## src/rtl/csh_div_cell.sv

```systemverilog
// one cell of the divider chain: one quotient bit per cell
module csh_div_cell (
    input  logic        i_clk,
    input  logic        i_rst_n,
    input  logic        i_vld,
    input  logic [63:0] i_rem,
    input  logic [33:0] i_den,
    input  logic [55:0] i_num,
    input  logic [55:0] i_quo,
    input  logic [3:0]  i_idx,
    input  logic        i_miss,
    output logic        o_vld,
    output logic [63:0] o_rem,
    output logic [33:0] o_den,
    output logic [55:0] o_num,
    output logic [55:0] o_quo,
    output logic [3:0]  o_idx,
    output logic        o_miss
);
    logic [63:0] sh;
    logic [63:0] n_rem;
    logic        take;

    // shift in the next numerator bit, subtract when it fits
    always_comb begin
        sh    = {i_rem[62:0], i_num[55]};
        take  = sh >= {30'd0, i_den};
        n_rem = take ? sh - {30'd0, i_den} : sh;
    end

    always_ff @(posedge i_clk) begin
        if (!i_rst_n) begin
            o_vld <= 1'b0;
        end else begin
            o_vld <= i_vld;
        end
        o_rem  <= n_rem;
        o_den  <= i_den;
        o_num  <= {i_num[54:0], 1'b0};
        o_quo  <= {i_quo[54:0], take};
        o_idx  <= i_idx;
        o_miss <= i_miss;
    end
endmodule

```

## config.mk

```make
export PLATFORM = sky130hd
export DESIGN_NAME = csh_div_cell
export DESIGN_NICKNAME = d
export VERILOG_FILES = /design/src/rtl/csh_div_cell.sv
export SDC_FILE = /design/constraint.sdc
export NUM_CORES = 1
export LEC_CHECK = 0
export BUFFER_PORTS_ARGS = -buffer_cell sky130_fd_sc_hd__buf_2
export CORE_AREA = 2 2 170 172
export CTS_CLUSTER_SIZE = 20
export DETAILED_ROUTE_END_ITERATION = 6
export DIE_AREA = 0 0 172 174
export PLACE_DENSITY_LB_ADDON = 0.15
export SLEW_MARGIN = 20
export SYNTH_ARGS = -nofsm -noshare
export SYNTH_HDL_FRONTEND = slang
export SYNTH_SLANG_ARGS = --single-unit
```

## constraint.sdc

```tcl
create_clock -name i_clk -period 5.8 [get_ports i_clk]
set_input_delay 0.58 -clock i_clk [delete_from_list [all_inputs] [get_ports i_clk]]
set_output_delay 0.58 -clock i_clk [all_outputs]
set_load 0.02 [all_outputs]
```

==> run_results.csv <==
group,metric,value,unit
run_status,status,"finished, final reports clean",
floorplanning,dieHeight,174,um
sta,timing.final.crit_share,0.619,
sta,tns,0,ps
power_and_ir_drop,clkPwrFrac,0.427,
synth,async_flop_share,0,
synth,post_synth_main_area_contributors,"dfxtp_1 (57%), ha_1 (5.6%), nand2_1 (3.8%)",
power_and_ir_drop,power_frac_comb,0.169,
synth,synth_simple_gate_area_share,0.142,
power_and_ir_drop,power_density,364,nW/um2
synth,ys_seq_area_frac,0.566,
floorplanning,dieWidth,172,um
synth,yosys.area_share.xor_xnor,0.0691,
placed_design,placed_cell_area,10200,um2
synth,synth_ff_type,"dfxtp_1",
sta,slew-limit-headroom,0.487,
clocking,clock-root-buffer,"clkbuf_16",
job,maxCapViolCount,0,
synth,syn_avg_cell_area,10.1,um2
drt,drt_iter0_markers,404,
placed_design,placed_cells,1547,
worst_setup_path,crit_type,"input pin to register",
synth,yosysWarnings,0,
drt,drt_drc_violations_left,0,
cells_and_area,fin_nets,1443,
worst_setup_path,required,6200,ps
cells_and_area,finalNonFillerCells,1594,
floorplanning,fp-row-count,62,
sta,drv_slew,0,
synth,synth_top_family_by_area,"simple AND/OR/NAND/NOR gates",
placed_design,port_buffers,430,
synth,syn_area,7610,um2
power_and_ir_drop,peakVddDrop,0.220,mV
global_route,grt_pass1_wl,40.2,mm
synth,synth_cells,754,
clocking,cts_resized,0,
sta,setup-violations-final,0,
sta,holdWs,148,ps
synth,synth_edf_count,0,
power_and_ir_drop,p_sw,1.11,mW
global_route,grt_use_total,0.179,
cells_and_area,final_cell_mix,"buf_2 (430), dfxtp_1 (215), nand2_1 (78)",
cells_and_area,finalInstanceArea,11100,um2
sta,max_freq,279,MHz
drt,via_count,6988,
global_route,antenna_found_initial,8,
clocking,htreeDepth,1,
clocking,cts.sinks,215,
clocking,cts_buffers,25,
placed_design,pre_cts_ws,1660,ps
placed_design,finalWeightedCongestion,0.856,
cells_and_area,final_common_cell,"buf_2",
sta,period_needed,3590,ps
global_route,grt_pass1_vias,6703,
floorplanning,start_util,0.269,
synth,yosysTopAreaCell,"dfxtp_1",
sta,finalHoldViolations,0,
clocking,clock_path_buffers,3,
drt,wl,28.5,mm
synth,muxShareOfSynthArea,0.00197,
sta,tightestPinTransition,761,ps
worst_setup_path,cp.arrival,3990,ps
clocking,cts_tree,"yes",
sta,fin_ws,2210,ps
clocking,clk_pin_slew_worst_paths,60,ps
worst_setup_path,cp-start-kind,"input pin",
cells_and_area,finish.utilization,0.392,
drt,vias_per_cell,4.38,
synth,syn_nets,1007,
synth,synthDominantCellAreaShare,0.566,
sta,rsz0062_at_grt,"no",
cells_and_area,drive_above_1_share,0.402,
power_and_ir_drop,power_leakage,5.28,nW
floorplanning,die_area,29900,um2
floorplanning,io_pins,434,
power_and_ir_drop,power.internal,2.92,mW
worst_setup_path,cp_max_fo,36,
synth,ys_types,60,
placed_design,dpl.hpwl,23.4,mm
power_and_ir_drop,pwr-share-seq,0.404,
drt,drt_first_pass_iters,5,
worst_hold_path,min_from,"i_quo[4]",
worst_hold_path,hold_end,"o_quo[5]$_DFF_P_",
synth,synth_compound_area_frac,0.125,
power_and_ir_drop,totalPowerFinal,4.03,mW
clocking,cts_hold_buf,0,
floorplanning,coreArea,28200,um2
global_route,grt.overflow.total,0,
synth,synth-seq-cells,215,
worst_hold_path,hp-class,"input pin to register",
worst_setup_path,endpoint_kind,"register",
worst_hold_path,min_path_cells,1,
global_route,grt_max_degree,37,
clocking,post_cts_buffers,0,
power_and_ir_drop,p_sw_frac,0.276,
synth,synthAdderAreaFrac,0.0585,
drt,avgRoutedWirePerCell,17.9,um
cells_and_area,area_delta_synth_final,45.4,%
drt,antenna_left,0,
worst max-delay path, stage by stage:
cell,delay [ps]
buf_2,120
or4_1,650
or3_1,400
or4_1,510
a2111o_1,500
nor2_4,610
buf_4,430
o21ai_0,150
synthesized netlist by cell type, drive strengths merged (3+ instances only):
master	instances
buf	7
or3	7
xor2	29
nor3	23
inv	44
nand2b	5
a31oi	3
nand4	18
ha	34
and2	5
nor2	36
o21bai	4
clkbuf	17
o21a	10
or4	5
o211ai	6
or2	3
nand3	11
a21o	10
nor2b	5
xnor2	31
o21ai	47
nor4	12
nand2	79
a21oi	47
a22oi	4
dfxtp	215
power groups by stage:
stage | Sequential, mW | Combinational [mW] | Clock [mW]
2_1_floorplan | 1.82 | 0.229 | 0
3_3_place_gp | 1.66 | 0.685 | 0
3_5_place_dp | 1.66 | 0.687 | 0
4_1_cts | 1.63 | 0.690 | 1.77
5_1_grt | 1.64 | 0.739 | 1.84
6_report | 1.63 | 0.680 | 1.72
how the worst max path moves through the flow:
stage	depth (start not counted)	start	end
2_1_floorplan	9	i_rem[39]	o_rem[12]$_DFF_P_
3_3_place_gp	8	i_rem[39]	o_rem[26]$_DFF_P_
3_5_place_dp	8	i_rem[39]	o_rem[25]$_DFF_P_
4_1_cts	8	i_rem[39]	o_rem[24]$_DFF_P_
5_1_grt	8	i_rem[39]	o_rem[26]$_DFF_P_
6_report	8	i_rem[39]	o_rem[18]$_DFF_P_
cell families after synthesis:
kind of cell / count (synthesis)
AO/OA/AOI/OAI: 154
XOR/XNOR: 60
adder cells (fa/ha/maj): 35
buffers and inverters: 68
flip-flops: 215
multiplexers: 1
other: 1
AND/OR/NAND/NOR: 220
cell type report:
class,count,area (um2)
flip-flops and latches,215,4300
clock buffers,32,692
clock inverters,14,219
inverters,44,168
well taps,384,480
repair buffers,433,2170
multi-input cells,471,3030
diodes,1,2.50
fillers,3041,17200
sequential cells by signal, summed over array words and instances, names as in the netlist:
register / cells
o_rem: 64
o_quo: 56
o_num: 55
o_den: 34
o_idx: 4
o_miss: 1
o_vld: 1
metal layers:
metal / track usage / part of all wire
met4: 0.0473 / 0.021
met2: 0.314 / 0.49
met1: 0.215 / 0.41
met5: 0 / 0.0032
met3: 0.0464 / 0.081
(Power assumes the default switching activity.)
