===== src/rtl/csh_pkg.sv =====
// shared constants and types for the closest sphere hit block
package csh_pkg;

    localparam int MAX_SPHERES_DEF = 16;
    localparam int COUNT_W         = 5;
    localparam int IDX_W           = 4;
    localparam int SQRT_STEPS      = 32;

    localparam logic CMD_LOAD  = 1'b0;
    localparam logic CMD_TRACE = 1'b1;

    typedef struct packed {
        logic               command;
        logic [IDX_W-1:0]   entry_index;
        logic               is_sphere;
        logic signed [15:0] center_x;
        logic signed [15:0] center_y;
        logic signed [15:0] center_z;
        logic [14:0]        radius;
        logic signed [15:0] dir_x;
        logic signed [15:0] dir_y;
        logic signed [15:0] dir_z;
    } t_in_item;

    typedef struct packed {
        logic        hit;
        logic [31:0] hit_distance;
        logic [IDX_W-1:0] hit_entry;
    } t_out_item;

    // sphere record as stored in the table
    typedef struct packed {
        logic               is_sphere;
        logic [14:0]        radius;
        logic signed [15:0] cx;
        logic signed [15:0] cy;
        logic signed [15:0] cz;
    } t_sphere;

    // work handed from cell to cell
    typedef struct packed {
        logic        vld;
        logic        miss;
        logic [IDX_W-1:0] idx;
        logic [63:0] rem;
        logic [63:0] root;
        logic signed [35:0] p;
    } t_sqrt_tok;

endpackage


===== src/rtl/csh_sqrt_cell.sv =====
// one cell of the square root chain: one result bit per cell
module csh_sqrt_cell #(
    parameter int STEP = 0
) (
    input  logic                 i_clk,
    input  logic                 i_rst_n,
    input  csh_pkg::t_sqrt_tok   i_tok,
    output csh_pkg::t_sqrt_tok   o_tok
);
    localparam logic [63:0] BIT = 64'd1 << (62 - 2 * STEP);

    csh_pkg::t_sqrt_tok r_tok;
    csh_pkg::t_sqrt_tok n_tok;
    logic [63:0]        trial;

    // restoring square root step
    always_comb begin
        n_tok = i_tok;
        trial = i_tok.root + BIT;
        if (i_tok.rem >= trial) begin
            n_tok.rem  = i_tok.rem - trial;
            n_tok.root = (i_tok.root >> 1) + BIT;
        end else begin
            n_tok.root = i_tok.root >> 1;
        end
    end

    always_ff @(posedge i_clk) begin
        if (!i_rst_n) begin
            r_tok.vld <= 1'b0;
        end else begin
            r_tok.vld <= i_tok.vld;
        end
        r_tok.miss <= n_tok.miss;
        r_tok.idx  <= n_tok.idx;
        r_tok.rem  <= n_tok.rem;
        r_tok.root <= n_tok.root;
        r_tok.p    <= n_tok.p;
    end

    assign o_tok = r_tok;
endmodule


===== config.mk =====
export PLATFORM = sky130hd
export DESIGN_NAME = csh_sqrt_cell
export DESIGN_NICKNAME = d
export VERILOG_FILES = /design/src/rtl/csh_pkg.sv /design/src/rtl/csh_sqrt_cell.sv
export SDC_FILE = /design/constraint.sdc
export NUM_CORES = 1
export LEC_CHECK = 0
export BUFFER_PORTS_ARGS = -buffer_cell sky130_fd_sc_hd__buf_2
export CAP_MARGIN = 0
export CORE_MARGIN = 10
export CORE_UTILIZATION = 24
export DETAILED_ROUTE_END_ITERATION = 8
export PLACE_DENSITY_LB_ADDON = 0.05
export RECOVER_POWER = 25
export SLEW_MARGIN = 20
export SYNTH_ARGS = -nofsm -noshare
export SYNTH_HDL_FRONTEND = slang
export SYNTH_SLANG_ARGS = --single-unit

===== constraint.sdc =====
create_clock -name i_clk -period 4.33 [get_ports i_clk]
set_input_delay 1.299 -clock i_clk [delete_from_list [all_inputs] [get_ports i_clk]]
set_output_delay 1.299 -clock i_clk [all_outputs]
set_load 0.01 [all_outputs]

==> results by group <==
Clocking
  – Worst-path clk slew: about 70 ps
  – Num CTS Buffers: 17
  – Setup bufs post-CTS: 0
  – Post-cts repair resize count: 0
  – Longest Clk Path Bufs: 2
  – Sink Count: 170
  – H-tree depth: 4
  – Hold buffers post-CTS: 0
  – CTS tree: built
  – CTS root buffer: clkbuf_16

Place
  – # port buffers: between 300 and 400
  – HPWL after DPL: 27.3 mm
  – Final GP Congestion: slightly above 0.8

Run status
  – Status: complete, no violations

Final layout
  – Most frequent cells in the layout: 320 x buf_2, 170 x dfxtp_1, 125 x nand2_1, 105 x o21ai_0, 85 x a21oi_1
  – Share of layout cells above drive strength 1: 0.306
  – Area Growth Syn to Fin: 37.5%
  – Max reg flops: 170
  – Nets: between 1500 and 2000
  – Commonest non-fill, non-tap cell in the layout: buf_2

Route
  – Via count: 7935
  – Vias/cell: between 4 and 5
  – Final ANT Viol Nets: 0
  – Drt initial violations: between 300 and 400
  – Avg WL per Cell: ~18 um
  – # DRC: 0
  – Routed wire length: between 30 and 40 mm
  – Drt pass-1 iters: 5

Synthesis
  – Sequential element share of the synthesized area: 0.414
  – Post-Syn Area per Cell: approximately 8.5 um2
  – Post-Syn Area: approximately 0.0082 mm2
  – Cell taking the most area after synthesis: dfxtp_1
  – Synthesized flop and latch total: 170
  – Mapped Cells: 973
  – Fraction of registers with async set/reset: 0
  – Synth cell types: 57
  – Largest cells by area after synthesis: dfxtp_1 41%, ha_1 9.7%, o21ai_0 6.4%, nand2_1 5.7%, a21oi_1 5.2%
  – Yosys top cell area share: 0.414
  – Number of synthesized flops with an enable pin: 0
  – Top_reg_cell synth: dfxtp_1
  – Syn. warnings: 0
  – Syn Nets: about 1200

Timing
  – Final hold violations: 0
  – Final setup viols: 0
  – Final Slew Violations: 0
  – Setup TNS: 0 ps
  – RSZ-0062 raised after global routing: no
  – Rel. slew slack: 0.673
  – Max frequency: 261 MHz
  – Worst Max-Slew Pin Slew: around 490 ps
  – Fin crit share: 0.883
  – Fin crit period: 3820 ps

Setup path
  – Crit path buffers/inverters: 2
  – Crit path launch type: input port
  – Cell mode on critical path: o31a_1
  – Critical path, cell by cell: buf_2 -> inv_1 -> ha_1 -> fa_1 -> nor2b_1 -> o221ai_1 -> a21oi_1 -> o21ai_1 -> a21bo_2 -> o31a_1 -> o31a_1 -> o31ai_2 -> xnor2_1 -> o21ai_2
  – CP Capture Type: flop
  – Critical path class: in2reg
  – Crit-path max FO: 4
  – Worst path required time: 4680 ps
  – Worst EP arrival: about 4200 ps
  – Max stage delay on crit path: approximately 430 ps
  – CP max stage cell: fa_1
  – Delay-heaviest family, CP: compound AO/OA/AOI/OAI gates

Pwr
  – Tot Pwr: between 4 and 5 mW
  – P per Cell Area: roughly 400 mW/mm2
  – P_int: about 3 mW
  – Share of total power in the clock network: 0.333
  – Sw Ratio: 0.334
  – Lkg Pwr: roughly 5.5 nW
  – Net Sw Power: between 1.5 and 2 mW
  – Flop pwr share: 0.384
  – Peak supply drop: about 0.00028 V
  – Comb power frac: 0.282

Floorplanning
  – DIE AREA: 0.0421 mm2
  – Std cell rows: 67
  – # IOs: ~340
  – Initial Utilization: 0.244
  – Core area: 0.0337 mm2
  – DIE WIDTH: 205 um
  – Die Y: 205 um

Global routing
  – Antenna violations before repair: 4
  – GR Util met2: 0.258
  – Global Route Usage Sum: 0.149
  – GR Util met3: 0.0532
  – Grt ovf: 0
  – Vias in the first global route: ~8300
  – Grt peak-use layer: met2
  – Largest net degree at the start of global routing: between 40 and 50
  – Met1 Usage GRT: 0.172
  – Global-route wire length before repair: 48.6 mm

Worst hold path
  – Worst hold-check path type: in2reg

Job
  – Max-cap viol count: 0
-- per-stage QoR --
step	std cells	util	hold slack (ps)	cell area, um2	setup WS, ps
after floorplan	973	-	1330	8230	541
after global placement	1766	0.319	1400	10800	68.0
after CTS	1798	0.336	914	11300	528
after global routing	1798	0.336	914	11300	287
after detailed placement	1766	0.319	1400	10800	47.7
final	1800	0.336	943	11300	505
-- cell usage after synthesis, types with 3 or more instances --
cell,n
dfxtp_1,170
nand2_1,125
o21ai_0,105
a21oi_1,85
inv_1,81
ha_1,64
xnor2_1,39
nor2_1,36
a21o_1,29
nand4_1,26
xor2_1,25
clkbuf_1,22
buf_2,18
nand3_1,14
nor3_1,13
a31oi_1,12
o21bai_1,11
nor2b_1,9
o21ai_1,9
nand2b_1,8
o21a_1,8
and3_1,6
o221ai_1,4
a2111oi_0,3
a211oi_1,3
and2_1,3
clkbuf_2,3
nor4_1,3
o2111ai_1,3
o211ai_1,3
o31a_1,3
-- power groups by stage --
stage / sequential, mW / clock, mW / combinational, mW
2_1_floorplan: 1.92 / 0 / 0.631
3_3_place_gp: 1.82 / 0 / 1.34
3_5_place_dp: 1.82 / 0 / 1.33
4_1_cts: 1.78 / 1.61 / 1.34
5_1_grt: 1.80 / 1.67 / 1.46
6_report: 1.78 / 1.54 / 1.31
-- routing by layer --
layer / vias to the layer above / share of wire
li1: 4106 / -
met1: 3616 / 0.42
met2: 188 / 0.49
met3: 21 / 0.078
met4: 4 / 0.0095
met5: - / 0.0011
-- cell families after synthesis --
logic type / count (synthesis) / synth area share
compound gates: 298 / 0.217
xor+xnor: 64 / 0.0681
fa+ha+maj: 65 / 0.0998
buf+inv: 125 / 0.0611
flops: 170 / 0.414
mux: 1 / 0.00122
simple gates: 250 / 0.139
-- path summary, 6_finish.rpt --
| path | start | to | depth (start not counted) |
|---|---|---|---|
| setup / recovery | i_tok[100] | o_tok[154] | 14 |
| hold / removal | i_tok[6] | o_tok[6] | 1 |
-- area by class of cell --
type                            count  area, um2
Fill cell                        3754      22400
Clock inverter                     12        128
Sequential cell                   170       3400
Tap cell                          448        561
Inverter                           81        304
Multi-Input combinational cell    678       4330
Antenna cell                        2       5.00
Timing Repair Buffer              389       2130
Clock buffer                       20        457
Power figures use the tool's default switching activity.
